**src/sv/tlptb_pkg.sv**
```systemverilog
package tlptb_pkg;

   localparam int TABLE_PAGES = 16;
   localparam int WORDS_PER_PAGE = 1024;
   localparam int IDX_W = 10;
   localparam int PAGE_W = $clog2(TABLE_PAGES);
   localparam int NEXT_W = $clog2(TABLE_PAGES + 1);
   localparam int ADDR_W = PAGE_W + IDX_W;
   localparam int STORE_WORDS = TABLE_PAGES * WORDS_PER_PAGE;
   localparam int PN_W = 20;

   localparam logic [11:0] ENTRY_FLAGS = 12'h003;
   localparam logic [IDX_W-1:0] RECURSIVE_SLOT = IDX_W'(1023);
   localparam logic [31:0] PAGE_ROUND = 32'h0000_0FFF;

   localparam logic CSR_TABLE_BASE_ADDRESS = 1'b0;
   localparam logic CSR_VIRTUAL_OFFSET = 1'b1;

   localparam logic [PN_W-1:0] RESET_BASE_PAGE = 20'h00100;
   localparam logic [PN_W-1:0] RESET_OFFSET_PAGE = 20'hC0000;

   typedef enum logic [1:0] {
      KIND_MAP_OFFSET = 2'd0,
      KIND_MAP_IDENTITY = 2'd1,
      KIND_RECURSIVE = 2'd2,
      KIND_READ_WORD = 2'd3
   } kind_type;

   typedef enum logic [2:0] {
      MEM_NONE,
      MEM_READ_DIR,
      MEM_READ_WORD,
      MEM_WRITE_RECURSIVE,
      MEM_CLEAR_DIR,
      MEM_CLEAR_PAGE,
      MEM_LINK,
      MEM_WRITE_ENTRY
   } mem_op_type;

   typedef struct packed {
      logic load_req;
      mem_op_type mem_op;
      logic take_dir_entry;
      logic allocate;
      logic set_exhausted;
      logic load_rsp;
   } dp_cmd_type;

   typedef struct packed {
      kind_type kind;
      logic exhausted;
      logic range_done;
      logic dir_present;
      logic pages_left;
      logic clear_last;
   } dp_status_type;

endpackage

```
**src/sv/tlptb_ctrl.sv**
```systemverilog
module tlptb_ctrl
   import tlptb_pkg::*;
(
   input  logic          clock,
   input  logic          reset,
   input  logic          req_valid,
   output logic          req_stall,
   output logic          rsp_valid,
   input  logic          rsp_stall,
   input  dp_status_type status,
   output dp_cmd_type    cmd
);

   typedef enum logic [3:0] {
      ST_CLEAR_DIR,
      ST_IDLE,
      ST_DISPATCH,
      ST_LOOP,
      ST_CHECK,
      ST_CLEAR_PAGE,
      ST_LINK,
      ST_WRITE_ENTRY,
      ST_FINISH
   } state_type;

   state_type state_ff, state_in;
   logic rsp_valid_ff, rsp_valid_in;
   logic rsp_free;

   assign req_stall = (state_ff != ST_IDLE);
   assign rsp_valid = rsp_valid_ff;
   assign rsp_free = !rsp_valid_ff || !rsp_stall;

   always_comb begin
      state_in = state_ff;
      cmd = '0;
      cmd.mem_op = MEM_NONE;
      case (state_ff)
         ST_CLEAR_DIR: begin
            cmd.mem_op = MEM_CLEAR_DIR;
            if (status.clear_last) begin
               state_in = ST_IDLE;
            end
         end
         ST_IDLE: begin
            if (req_valid) begin
               cmd.load_req = 1'b1;
               state_in = ST_DISPATCH;
            end
         end
         ST_DISPATCH: begin
            case (status.kind)
               KIND_MAP_OFFSET, KIND_MAP_IDENTITY: begin
                  state_in = status.exhausted ? ST_FINISH : ST_LOOP;
               end
               KIND_RECURSIVE: begin
                  cmd.mem_op = MEM_WRITE_RECURSIVE;
                  state_in = ST_FINISH;
               end
               KIND_READ_WORD: begin
                  cmd.mem_op = MEM_READ_WORD;
                  state_in = ST_FINISH;
               end
               default: state_in = ST_FINISH;
            endcase
         end
         ST_LOOP: begin
            if (status.range_done) begin
               state_in = ST_FINISH;
            end else begin
               cmd.mem_op = MEM_READ_DIR;
               state_in = ST_CHECK;
            end
         end
         ST_CHECK: begin
            if (status.dir_present) begin
               cmd.take_dir_entry = 1'b1;
               state_in = ST_WRITE_ENTRY;
            end else if (!status.pages_left) begin
               cmd.set_exhausted = 1'b1;
               state_in = ST_FINISH;
            end else begin
               cmd.allocate = 1'b1;
               state_in = ST_CLEAR_PAGE;
            end
         end
         ST_CLEAR_PAGE: begin
            cmd.mem_op = MEM_CLEAR_PAGE;
            if (status.clear_last) begin
               state_in = ST_LINK;
            end
         end
         ST_LINK: begin
            cmd.mem_op = MEM_LINK;
            state_in = ST_WRITE_ENTRY;
         end
         ST_WRITE_ENTRY: begin
            cmd.mem_op = MEM_WRITE_ENTRY;
            state_in = ST_LOOP;
         end
         ST_FINISH: begin
            if (rsp_free) begin
               cmd.load_rsp = 1'b1;
               state_in = ST_IDLE;
            end
         end
         default: state_in = ST_IDLE;
      endcase
   end

   always_comb begin
      rsp_valid_in = rsp_valid_ff && rsp_stall;
      if (cmd.load_rsp) begin
         rsp_valid_in = 1'b1;
      end
   end

   always_ff @(posedge clock) begin
      if (reset) begin
         state_ff <= ST_CLEAR_DIR;
         rsp_valid_ff <= 1'b0;
      end else begin
         state_ff <= state_in;
         rsp_valid_ff <= rsp_valid_in;
      end
   end

endmodule

```
**config.mk**
```make
export PLATFORM = sky130hd
export DESIGN_NAME = tlptb_ctrl
export DESIGN_NICKNAME = d
export VERILOG_FILES = /design/src/sv/tlptb_pkg.sv /design/src/sv/tlptb_ctrl.sv
export SDC_FILE = /design/constraint.sdc
export NUM_CORES = 1
export LEC_CHECK = 0
export BUFFER_PORTS_ARGS = -buffer_cell sky130_fd_sc_hd__buf_2
export CAP_MARGIN = 20
export CORE_MARGIN = 1.5
export CORE_UTILIZATION = 25
export CTS_BUF_LIST = sky130_fd_sc_hd__clkbuf_4 sky130_fd_sc_hd__clkbuf_8
export DETAILED_ROUTE_END_ITERATION = 10
export PLACE_DENSITY_LB_ADDON = 0.2
export SYNTH_ARGS = -nofsm -noshare
export SYNTH_HDL_FRONTEND = slang
export SYNTH_SLANG_ARGS = --single-unit
```
**constraint.sdc**
```tcl
create_clock -name clock -period 1.4 [get_ports clock]
set_input_delay 0.07 -clock clock [delete_from_list [all_inputs] [get_ports clock]]
set_output_delay 0.07 -clock clock [all_outputs]
set_load 0.05 [all_outputs]
```
==> flow_metrics.env, run 1 <==
export IMPL_outcome="finished, violations left"
export IMPL_failed_checks="design-rule violations, negative setup slack"
export IMPL_worst_r2r_endpoint="state_ff[3]$_SDFFE_PP0P_"
export IMPL_critPathKind="flip-flop to primary output"
export IMPL_dpl_worst_slack_ps=-29.87
export IMPL_synth_ff_type="sky130_fd_sc_hd__dfxtp_1"
export IMPL_largest_net_degree_at_the_start_of_global_routing=10
export IMPL_setup_viol_count_final=7
export IMPL_area_of_the_die_um2=1985
export IMPL_synth_ff_latch_count=5
export IMPL_cts_tree="done"
export IMPL_drv_slew=0
export IMPL_post_synth_main_area_contributors="sky130_fd_sc_hd__dfxtp_1 (23%), sky130_fd_sc_hd__nor2b_1 (7.2%), sky130_fd_sc_hd__a21oi_1 (5.8%), sky130_fd_sc_hd__nor2_1 (5.2%), sky130_fd_sc_hd__nand2_1 (4.3%)"
export IMPL_timing_hold_worst_start="reset"
export IMPL_place_port_buffers=20
export IMPL_worst_slack_setup_final_ps=-195.4
export IMPL_whs_path_cells=2
export IMPL_core_rowCount=14
export IMPL_postPlaceCellArea_um2=638.1
export IMPL_clk_pin_slew_ps=50
export IMPL_drive_above_1_share_pct=63.04
export IMPL_critical_path_reg2reg_startpoint="state_ff[1]$_SDFFE_PP0P_"
export IMPL_die_y_um=44.56
export IMPL_synth_seq_area_share_pct=23.19
export IMPL_critical_path_max_fanout=4
export IMPL_skew_ps=3.187
export IMPL_final_design_area_no_fill_um2=854.6
export IMPL_reg2reg_depth=3
export IMPL_synthesis_yosys_warnings=0
export IMPL_layout_worst_path_cycle_share_pct=114.0
export IMPL_cts_path_max_buffers=2
export IMPL_synthArstFlopShare_pct=0
export IMPL_worstSetupEndpointType="primary output"
export IMPL_n_diodes=0
export IMPL_floorplan_initialDensity_pct=27.69
export IMPL_flow_area_growth_from_synthesis_pct=97.97
export IMPL_mappedNetlistArea_um2=431.7
export IMPL_die_width_um=44.56
export IMPL_netlist_cell_type_count=30
export IMPL_timing_worst_slew_pin_value_ps=406.6
export IMPL_yosys_area_top_type_share_pct=23.19
export IMPL_postSynthAreaPerCell_um2=7.194
export IMPL_worst_setup_path_start_kind="flip-flop"
export IMPL_unrepaired_setup_endpoints_after_global_routing="yes"
export IMPL_clock_sink_count=5
export IMPL_first_pass_grt_wire_length_mm=2.477
export IMPL_maxCapViolations=0
export IMPL_dp_cells=97
export IMPL_first_pass_iters=7
export IMPL_core_area_um2=1559
export IMPL_reg2reg_setup_slack_ps=-80
export IMPL_gr_usage_all_layers_pct=16.60
export IMPL_total_half_perimeter_wirelength_after_legalization_and_detailed_placement_um=953.3
export IMPL_grt_overflow=0
export IMPL_top_count_cell_post_synth="sky130_fd_sc_hd__nor2_1"
export IMPL_drt_drc_violations_left=2
export IMPL_finalNonFillerCells=108
export IMPL_vias_in_the_first_global_route=577
export IMPL_final_period_minus_worst_setup_slack_ps=1595
export IMPL_clock_insertion_delay_worst_skew_ps=240
export IMPL_cts_made_buffers=3
export IMPL_io_pins=21
export IMPL_power_density_nw_per_um2=611.4
export IMPL_antenna_violating_nets_left=0
export IMPL_power_ir_vdd_worst_uv=301.5
export IMPL_netlist_top_cell_by_area="sky130_fd_sc_hd__dfxtp_1"
export IMPL_max_slew_margin_rel_pct=72.53
export IMPL_vias=609
export IMPL_utilization_pct=54.82
export IMPL_worst_hold_slack_ps=46.78
export IMPL_design_final_nets=104
export IMPL_gp_congestion=0.7433
export IMPL_synth_cells=60
export IMPL_layout_filler_cells=144
export IMPL_post_drt_via_cell_ratio=5.639
export IMPL_static_leakage_nw=0.3803
export IMPL_synth_enable_flop_cells=0
export IMPL_hold_path_class="primary input to flip-flop"
export IMPL_hold_path_endpoint="state_ff[2]$_SDFFE_PP0P_"
export IMPL_htree_levels=1
export IMPL_finalHoldViolCount=0
export IMPL_cts_root_buf="sky130_fd_sc_hd__clkbuf_4"
export IMPL_crit_path_required_time_ps=1330
export IMPL_drt_wirelength_per_cell_um=13.48
export IMPL_fmaxAchievable_mhz=626.8
export IMPL_drt_total_wl_mm=1.456
export IMPL_cp_data_arrival_time_ps=1530
export IMPL_syn_num_nets=71
export IMPL_grt_antenna_before_repair=0
export IMPL_drtIter0Drc=13
export IMPL_synth_commonest_cells="sky130_fd_sc_hd__nor2_1 (6), sky130_fd_sc_hd__a21oi_1 (5), sky130_fd_sc_hd__dfxtp_1 (5), sky130_fd_sc_hd__nand2_1 (5), sky130_fd_sc_hd__nor2b_1 (5)"
-- where the power goes --
part           internal, mW  switching, mW
registers             0.148        0.00454
clock network         0.127         0.0573
logic                0.0866         0.0993
total                 0.361          0.161
-- critical path, stage by stage (launching register included) --
cell,delay [ps]
sky130_fd_sc_hd__dfxtp_2,320
sky130_fd_sc_hd__or4b_4,590
sky130_fd_sc_hd__nor3b_4,200
sky130_fd_sc_hd__buf_6,180
-- worst max-delay path by stage --
stage	from	end	slack, ps	cells past startpoint
finish	state_ff[1]$_SDFFE_PP0P_	cmd[2]	-200	3
global route	state_ff[1]$_SDFFE_PP0P_	cmd[2]	-240	3
CTS	state_ff[1]$_SDFFE_PP0P_	cmd[2]	-200	3
detailed placement	state_ff[1]$_SDFFE_PP0P_	cmd[0]	-30	3
global placement	state_ff[1]$_SDFFE_PP0P_	cmd[0]	-20	3
floorplan	state_ff[1]$_SDFFE_PP0P_	cmd[2]	-70	2
-- metrics by stage --
step / power, mW / setup TNS [ps]
global route: 0.5549 / -1099
CTS: 0.5151 / -930.2
floorplan: 0.2404 / -207.6
finish: 0.5225 / -731.7
global placement: 0.2928 / -48.50
detailed placement: 0.2946 / -58.23
-- repair_timing --
item                       4_1_cts  5_1_grt
cloned                           1        0
buffers inserted                 7        0
pin swaps                       13        9
resized for setup               28        9
setup endpoints to repair       10       13
hold buffers                     0        0
-- flip-flops by register name, indices dropped and copies added (netlist names) --
name       count
rsp_valid      1
state_ff       4
-- routing by layer --
| layer | track usage [%] | share of wire (%) | up-vias |
|---|---|---|---|
| li1 | - | - | 292 |
| met1 | 19.32 | 43 | 291 |
| met2 | 30.14 | 51 | 26 |
| met3 | 2.857 | 6.5 | 0 |
| met4 | 5.455 | 0 | 0 |
| met5 | 0 | 0 | - |
-- cells in the final DEF, fill, tap and decap left out, drive strengths merged, types with 3 or more instances in the layout --
cell / synthesis / layout
clkbuf: 2 / 4
inv: 3 / 3
buf: 2 / 32
nor2b: 5 / 5
nand2: 5 / 5
dfxtp: 5 / 5
nor2: 6 / 6
a21oi: 5 / 5
o21ai: 3 / 3
-- kinds of logic after synthesis --
family,Yosys count,share of synthesized area (%)
buffers and inverters,7,6.667
DFF,5,23.19
and+or+nand+nor,30,41.74
AOI/OAI and AO/OA,18,28.41
-- final cells by class --
type,instances,area (um2),share of cell area (%)
inverter,3,11.26,1.318
multi-input combinational,48,431.7,50.51
clock buffer,4,30.03,3.514
tap,16,20.02,2.343
sequential,5,103.9,12.15
timing repair buffer,32,257.7,30.16
No activity file was read; power rests on OpenSTA's default activity.
==> run 2: changes to the inputs <==
- SKIP_CTS_REPAIR_TIMING: not set -> 1
==> run 2 against run 1 <==
Sequential cell count unchanged; critical endpoint unchanged; the run still ends with design-rule violations, negative setup slack left; sequential share of layout area up 1.0 points; die area unchanged; sequential power about the same; count of clock-buffer cells in the layout unchanged; register-to-register slack about the same; hold slack worse by 1.9 ps; clock power about the same; via count down 7.6%; combinational power down 10%; routed wire length down 8.0%.
==> flow_metrics.env, run 2 (synthesis gave the netlist of run 1 again) <==
export IMPL_critPathKind="flip-flop to primary output"
export IMPL_power_ir_vdd_worst_uv=277.3
export IMPL_setup_viol_count_final=7
export IMPL_gr_usage_all_layers_pct=15.43
export IMPL_timing_worst_slew_pin_value_ps=341.3
export IMPL_worst_setup_path_startpoint="state_ff[1]$_SDFFE_PP0P_"
export IMPL_largest_net_degree_at_the_start_of_global_routing=16
export IMPL_critical_path_max_fanout=4
export IMPL_crit_path_required_time_ps=1330
export IMPL_cts_made_buffers=3
export IMPL_critical_path_depth=3
export IMPL_most_common_layout_cells="sky130_fd_sc_hd__buf_2 (12), sky130_fd_sc_hd__buf_6 (8), sky130_fd_sc_hd__nand2_1 (5), sky130_fd_sc_hd__clkbuf_4 (5), sky130_fd_sc_hd__nor2_1 (4)"
export IMPL_skew_ps=3.011
export IMPL_place_port_buffers=20
export IMPL_max_stage_delay_ps=590
export IMPL_drive_above_1_share_pct=54.12
export IMPL_grt_antenna_before_repair=0
export IMPL_cts_root_buf="sky130_fd_sc_hd__clkbuf_4"
export IMPL_dpl_worst_slack_ps=-29.87
export IMPL_worst_r2r_endpoint="state_ff[3]$_SDFFE_PP0P_"
export IMPL_design_final_nets=97
export IMPL_clkPwrFrac_pct=36.5
export IMPL_cp_data_arrival_time_ps=1520
export IMPL_io_pins=21
export IMPL_drt_drc_violations_left=2
export IMPL_first_pass_iters=7
export IMPL_reg2reg_setup_slack_ps=-70
export IMPL_layout_worst_path_cycle_share_pct=113.9
export IMPL_drt_wirelength_per_cell_um=13.27
export IMPL_clock_insertion_delay_worst_skew_ps=240
export IMPL_netSwitchingFraction_pct=30.67
export IMPL_post_drt_via_cell_ratio=5.574
export IMPL_outcome="finished, violations left"
export IMPL_final_period_minus_worst_setup_slack_ps=1595
export IMPL_max_reg_flops=4
export IMPL_layout_filler_cells=152
export IMPL_unrepaired_setup_endpoints_after_global_routing="yes"
export IMPL_grt_overflow=0
export IMPL_worst_setup_path_start_kind="flip-flop"
export IMPL_htree_levels=1
export IMPL_vias_in_the_first_global_route=517
export IMPL_critical_path_reg2reg_startpoint="state_ff[1]$_SDFFE_PP0P_"
export IMPL_die_y_um=44.56
export IMPL_failed_checks="design-rule violations, negative setup slack"
export IMPL_clk_pin_slew_ps=50
export IMPL_flow_area_growth_from_synthesis_pct=80.29
export IMPL_core_rowCount=14
export IMPL_path_buf_inv=1
export IMPL_static_leakage_nw=0.3352
export IMPL_switchingPower_uw=154.1
export IMPL_internal_power_uw=348.5
export IMPL_power_density_nw_per_um2=645.9
export IMPL_max_slew_margin_rel_pct=76.93
export IMPL_cts_tree="done"
export IMPL_n_diodes=0
export IMPL_clock_sink_count=5
export IMPL_hold_path_class="primary input to flip-flop"
export IMPL_cts_path_max_buffers=2
export IMPL_critical_path_cell_by_cell="or4b_4, nor3b_4, buf_6"
export IMPL_vias=563
export IMPL_fmaxAchievable_mhz=627.1
export IMPL_maxCapViolations=0
export IMPL_antenna_violating_nets_left=0
export IMPL_total_half_perimeter_wirelength_after_legalization_and_detailed_placement_um=953.3
export IMPL_finalHoldViolCount=0
export IMPL_core_area_um2=1559
export IMPL_drt_total_wl_mm=1.340
export IMPL_drtIter0Drc=12
export IMPL_comb_power_share_pct=33.3
export IMPL_gp_congestion=0.7433
export IMPL_worst_hold_slack_ps=44.87
export IMPL_worstSetupEndpointType="primary output"
export IMPL_most_common_cell_after_layout_fill_and_taps_aside="sky130_fd_sc_hd__buf_2"
export IMPL_slowest_stage="sky130_fd_sc_hd__or4b_4"
export IMPL_drv_slew=0
export IMPL_reg2reg_depth=3
export IMPL_floorplan_initialDensity_pct=27.69
export IMPL_first_pass_grt_wire_length_mm=2.277
export IMPL_registers_top_by_ff_count="state_ff"
export IMPL_critical_path_endpoint="cmd[2]"
export IMPL_area_of_the_die_um2=1985
export IMPL_path_delay_family="simple AND/OR/NAND/NOR gates"
export IMPL_sequentialPowerShare_pct=30.2
export IMPL_worst_slack_setup_final_ps=-194.5
export IMPL_die_width_um=44.56
[run 2: how the worst min path moves through the flow]
stage                               end  cells after the start  startpoint
3_5_place_dp   state_ff[2]$_SDFFE_PP0P_                      2       reset
3_3_place_gp   state_ff[2]$_SDFFE_PP0P_                      2       reset
5_1_grt        state_ff[2]$_SDFFE_PP0P_                      2       reset
6_report       state_ff[3]$_SDFFE_PP0P_                      2       reset
2_1_floorplan  state_ff[2]$_SDFFE_PP0P_                      1       reset
4_1_cts        state_ff[3]$_SDFFE_PP0P_                      2       reset
[run 2: final cells by class]
type | count | area (um2) | area share, %
timing repair buffer | 25 | 207.7 | 26.69
inverter | 3 | 11.26 | 1.447
clock buffer | 4 | 30.03 | 3.859
tap | 16 | 20.02 | 2.572
sequential | 5 | 102.6 | 13.18
multi-input combinational | 48 | 406.6 | 52.25
[run 2: power groups by stage]
stage | clock network (mW) | registers [mW] | logic [mW]
after global placement | 0 | 0.154 | 0.139
after CTS | 0.191 | 0.151 | 0.141
after floorplan | 0 | 0.155 | 0.0856
after detailed placement | 0 | 0.154 | 0.141
after global routing | 0.204 | 0.152 | 0.178
final | 0.184 | 0.152 | 0.167
[run 2: worst reg2reg max path: cells and delay by family, from the launching register on]
kind | cells | cell delay (ps)
compound gates | 2 | 500
flops | 1 | 320
simple gates | 1 | 590
[run 2: per-layer routing]
metal | share of wire, % | GRT usage, % | routed length [um] | vias to the layer above
met2 | 51 | 26.96 | 678 | 21
met4 | 0 | 5.455 | 0 | 0
met3 | 6.1 | 2.857 | 82 | 0
met5 | 0 | 0 | 0 | -
li1 | - | - | - | 280
met1 | 43 | 18.58 | 578 | 262
[run 2: per-stage QoR]
step                area (um2)  total power [mW]  utilization (%)  TNS, ps  instances
finish                   778.2            0.5026            49.92   -755.8        101
global route             778.2            0.5343            49.92    -1190        101
CTS                      668.1            0.4836            42.86    -1563        101
detailed placement       638.1            0.2946            40.93   -58.23         97
global placement         638.1            0.2928            40.93   -48.50         97
floorplan                485.5            0.2404                -   -207.6         60
==> run 3: changes to the inputs <==
- CELL_PAD_IN_SITES_DETAIL_PLACEMENT: not set -> 0
- CELL_PAD_IN_SITES_GLOBAL_PLACEMENT: not set -> 1
- SKIP_LAST_GASP: not set -> 1
==> run 3 against run 2 <==
The flow still finishes with violations (design-rule violations, negative setup slack); total power rose by 4.0%; routed wire length fell by 2.9%; die area is the same; critical path depth stayed put; sequential share of layout area down 0.59 points; core utilization increased by 4.3 points; sequential cell count did not move; clock skew is 1.6 ps lower; final area grew 8.5%; register-to-register slack worse by 40 ps; sequential power about the same; fmax increased by 0.50%; critical path type unchanged; largest cell class unchanged.
==> flow_metrics.env, run 3 (synthesis gave the netlist of run 1 again) <==
export IMPL_worst_r2r_endpoint="state_ff[3]$_SDFFE_PP0P_"
export IMPL_worst_setup_path_start_kind="flip-flop"
export IMPL_most_common_layout_cells="sky130_fd_sc_hd__buf_2 (12), sky130_fd_sc_hd__buf_6 (10), sky130_fd_sc_hd__buf_4 (7)"
export IMPL_vias_in_the_first_global_route=494
export IMPL_drt_wirelength_per_cell_um=12.16
export IMPL_hold_path_class="primary input to flip-flop"
export IMPL_final_period_minus_worst_setup_slack_ps=1587
export IMPL_layout_worst_path_cycle_share_pct=113.3
export IMPL_cts_tree="done"
export IMPL_slowest_stage="sky130_fd_sc_hd__or4b_4"
export IMPL_htree_levels=1
export IMPL_design_final_nets=103
export IMPL_reg2reg_setup_slack_ps=-110
export IMPL_cp_data_arrival_time_ps=1520
export IMPL_reg2reg_depth=3
export IMPL_antenna_violating_nets_left=0
export IMPL_cts_path_max_buffers=2
export IMPL_most_common_cell_after_layout_fill_and_taps_aside="sky130_fd_sc_hd__buf_2"
export IMPL_cts_made_buffers=3
export IMPL_layout_filler_cells=135
export IMPL_timing_worst_slew_pin_value_ps=321.7
export IMPL_die_width_um=44.56
export IMPL_first_pass_iters=6
export IMPL_unrepaired_setup_endpoints_after_global_routing="yes"
export IMPL_clk_pin_slew_ps=40
export IMPL_first_pass_grt_wire_length_mm=2.097
export IMPL_path_delay_family="simple AND/OR/NAND/NOR gates"
export IMPL_power_density_nw_per_um2=619.1
export IMPL_setup_viol_count_final=8
export IMPL_critical_path_cell_by_cell="or4b_4, nor3b_4, buf_6"
export IMPL_critical_path_depth=3
export IMPL_crit_path_required_time_ps=1330
export IMPL_drt_drc_violations_left=1
export IMPL_final_design_area_no_fill_um2=844.6
export IMPL_hold_path_endpoint="state_ff[2]$_SDFFE_PP0P_"
export IMPL_post_drt_via_cell_ratio=5.364
export IMPL_gr_usage_all_layers_pct=14.35
export IMPL_worstSetupEndpointType="primary output"
export IMPL_skew_ps=1.459
export IMPL_worst_slack_setup_final_ps=-186.5
export IMPL_drive_above_1_share_pct=60.44
export IMPL_place_port_buffers=20
export IMPL_static_leakage_nw=0.3707
export IMPL_max_reg_flops=4
export IMPL_drv_slew=0
export IMPL_max_slew_margin_rel_pct=78.26
export IMPL_vias=574
export IMPL_registers_top_by_ff_count="state_ff"
export IMPL_finalHoldViolCount=0
export IMPL_die_y_um=44.56
export IMPL_timing_hold_worst_start="reset"
export IMPL_outcome="finished, violations left"
export IMPL_power_ir_vdd_worst_uv=333.1
export IMPL_fmaxAchievable_mhz=630.3
export IMPL_clock_sink_count=5
export IMPL_floorplan_initialDensity_pct=27.69
export IMPL_drt_total_wl_mm=1.301
export IMPL_finalNonFillerCells=107
export IMPL_grt_antenna_before_repair=0
export IMPL_core_area_um2=1559
export IMPL_total_half_perimeter_wirelength_after_legalization_and_detailed_placement_um=925.8
export IMPL_worst_hold_slack_ps=32.49
export IMPL_whs_path_cells=2
export IMPL_failed_checks="design-rule violations, negative setup slack"
export IMPL_gp_congestion=0.6944
export IMPL_drtIter0Drc=6
export IMPL_n_diodes=0
export IMPL_io_pins=21
export IMPL_critPathKind="flip-flop to primary output"
export IMPL_grt_overflow=0
export IMPL_area_of_the_die_um2=1985
export IMPL_cts_root_buf="sky130_fd_sc_hd__clkbuf_4"
export IMPL_critical_path_max_fanout=4
export IMPL_clock_insertion_delay_worst_skew_ps=240
export IMPL_maxCapViolations=0
export IMPL_path_buf_inv=1
export IMPL_flow_area_growth_from_synthesis_pct=95.65
export IMPL_max_stage_delay_ps=590
export IMPL_core_rowCount=14
export IMPL_largest_net_degree_at_the_start_of_global_routing=14
export IMPL_critical_path_reg2reg_startpoint="state_ff[1]$_SDFFE_PP0P_"
export IMPL_postPlaceCellArea_um2=655.6
export IMPL_dp_cells=101
-- run 3: cell count changes in the layout (fill, tap and decap cells not counted), sizes merged --
cell    change
buf         +7
clkbuf      -1
-- run 3: final cells by class --
class                           count  area [um2]  share of cell area [%]
Tap cell                           16       20.02                   2.370
Inverter                            3       11.26                   1.333
Multi-Input combinational cell     48       421.7                   49.93
Clock buffer                        4       30.03                   3.556
Timing Repair Buffer               31       255.2                   30.22
Sequential cell                     5       106.4                   12.59
-- run 3: how the worst max path moves through the flow --
stage	from	endpoint	slack [ps]
floorplan	state_ff[1]$_SDFFE_PP0P_	cmd[2]	-70
global placement	state_ff[1]$_SDFFE_PP0P_	cmd[0]	-20
detailed placement	state_ff[3]$_SDFFE_PP0P_	cmd[2]	-30
CTS	state_ff[3]$_SDFFE_PP0P_	cmd[2]	-300
global route	state_ff[1]$_SDFFE_PP0P_	cmd[2]	-260
finish	state_ff[1]$_SDFFE_PP0P_	cmd[2]	-190
-- run 3: power by group --
part,internal [mW],switching (mW)
Combinational,0.0904,0.0972
Sequential,0.148,0.00533
Clock,0.127,0.0556
-- run 3: through the flow --
| stage | power (mW) | util (%) | setup WS [ps] | setup TNS (ps) |
|---|---|---|---|---|
| after detailed placement | 0.2954 | 42.05 | -29.47 | -54.00 |
| after floorplan | 0.2404 | - | -70.69 | -207.6 |
| after CTS | 0.4858 | 43.98 | -298.3 | -1711 |
| after global routing | 0.5601 | 54.17 | -258.2 | -1321 |
| final | 0.5229 | 54.17 | -186.5 | -785.4 |
| after global placement | 0.2949 | 42.05 | -16.55 | -40.71 |
-- run 3: layer usage --
metal	global-route usage, %	part of all wire, %
met1	18.58	46
met2	22.61	48
met3	6.122	5.5
met4	1.818	0
met5	0	0
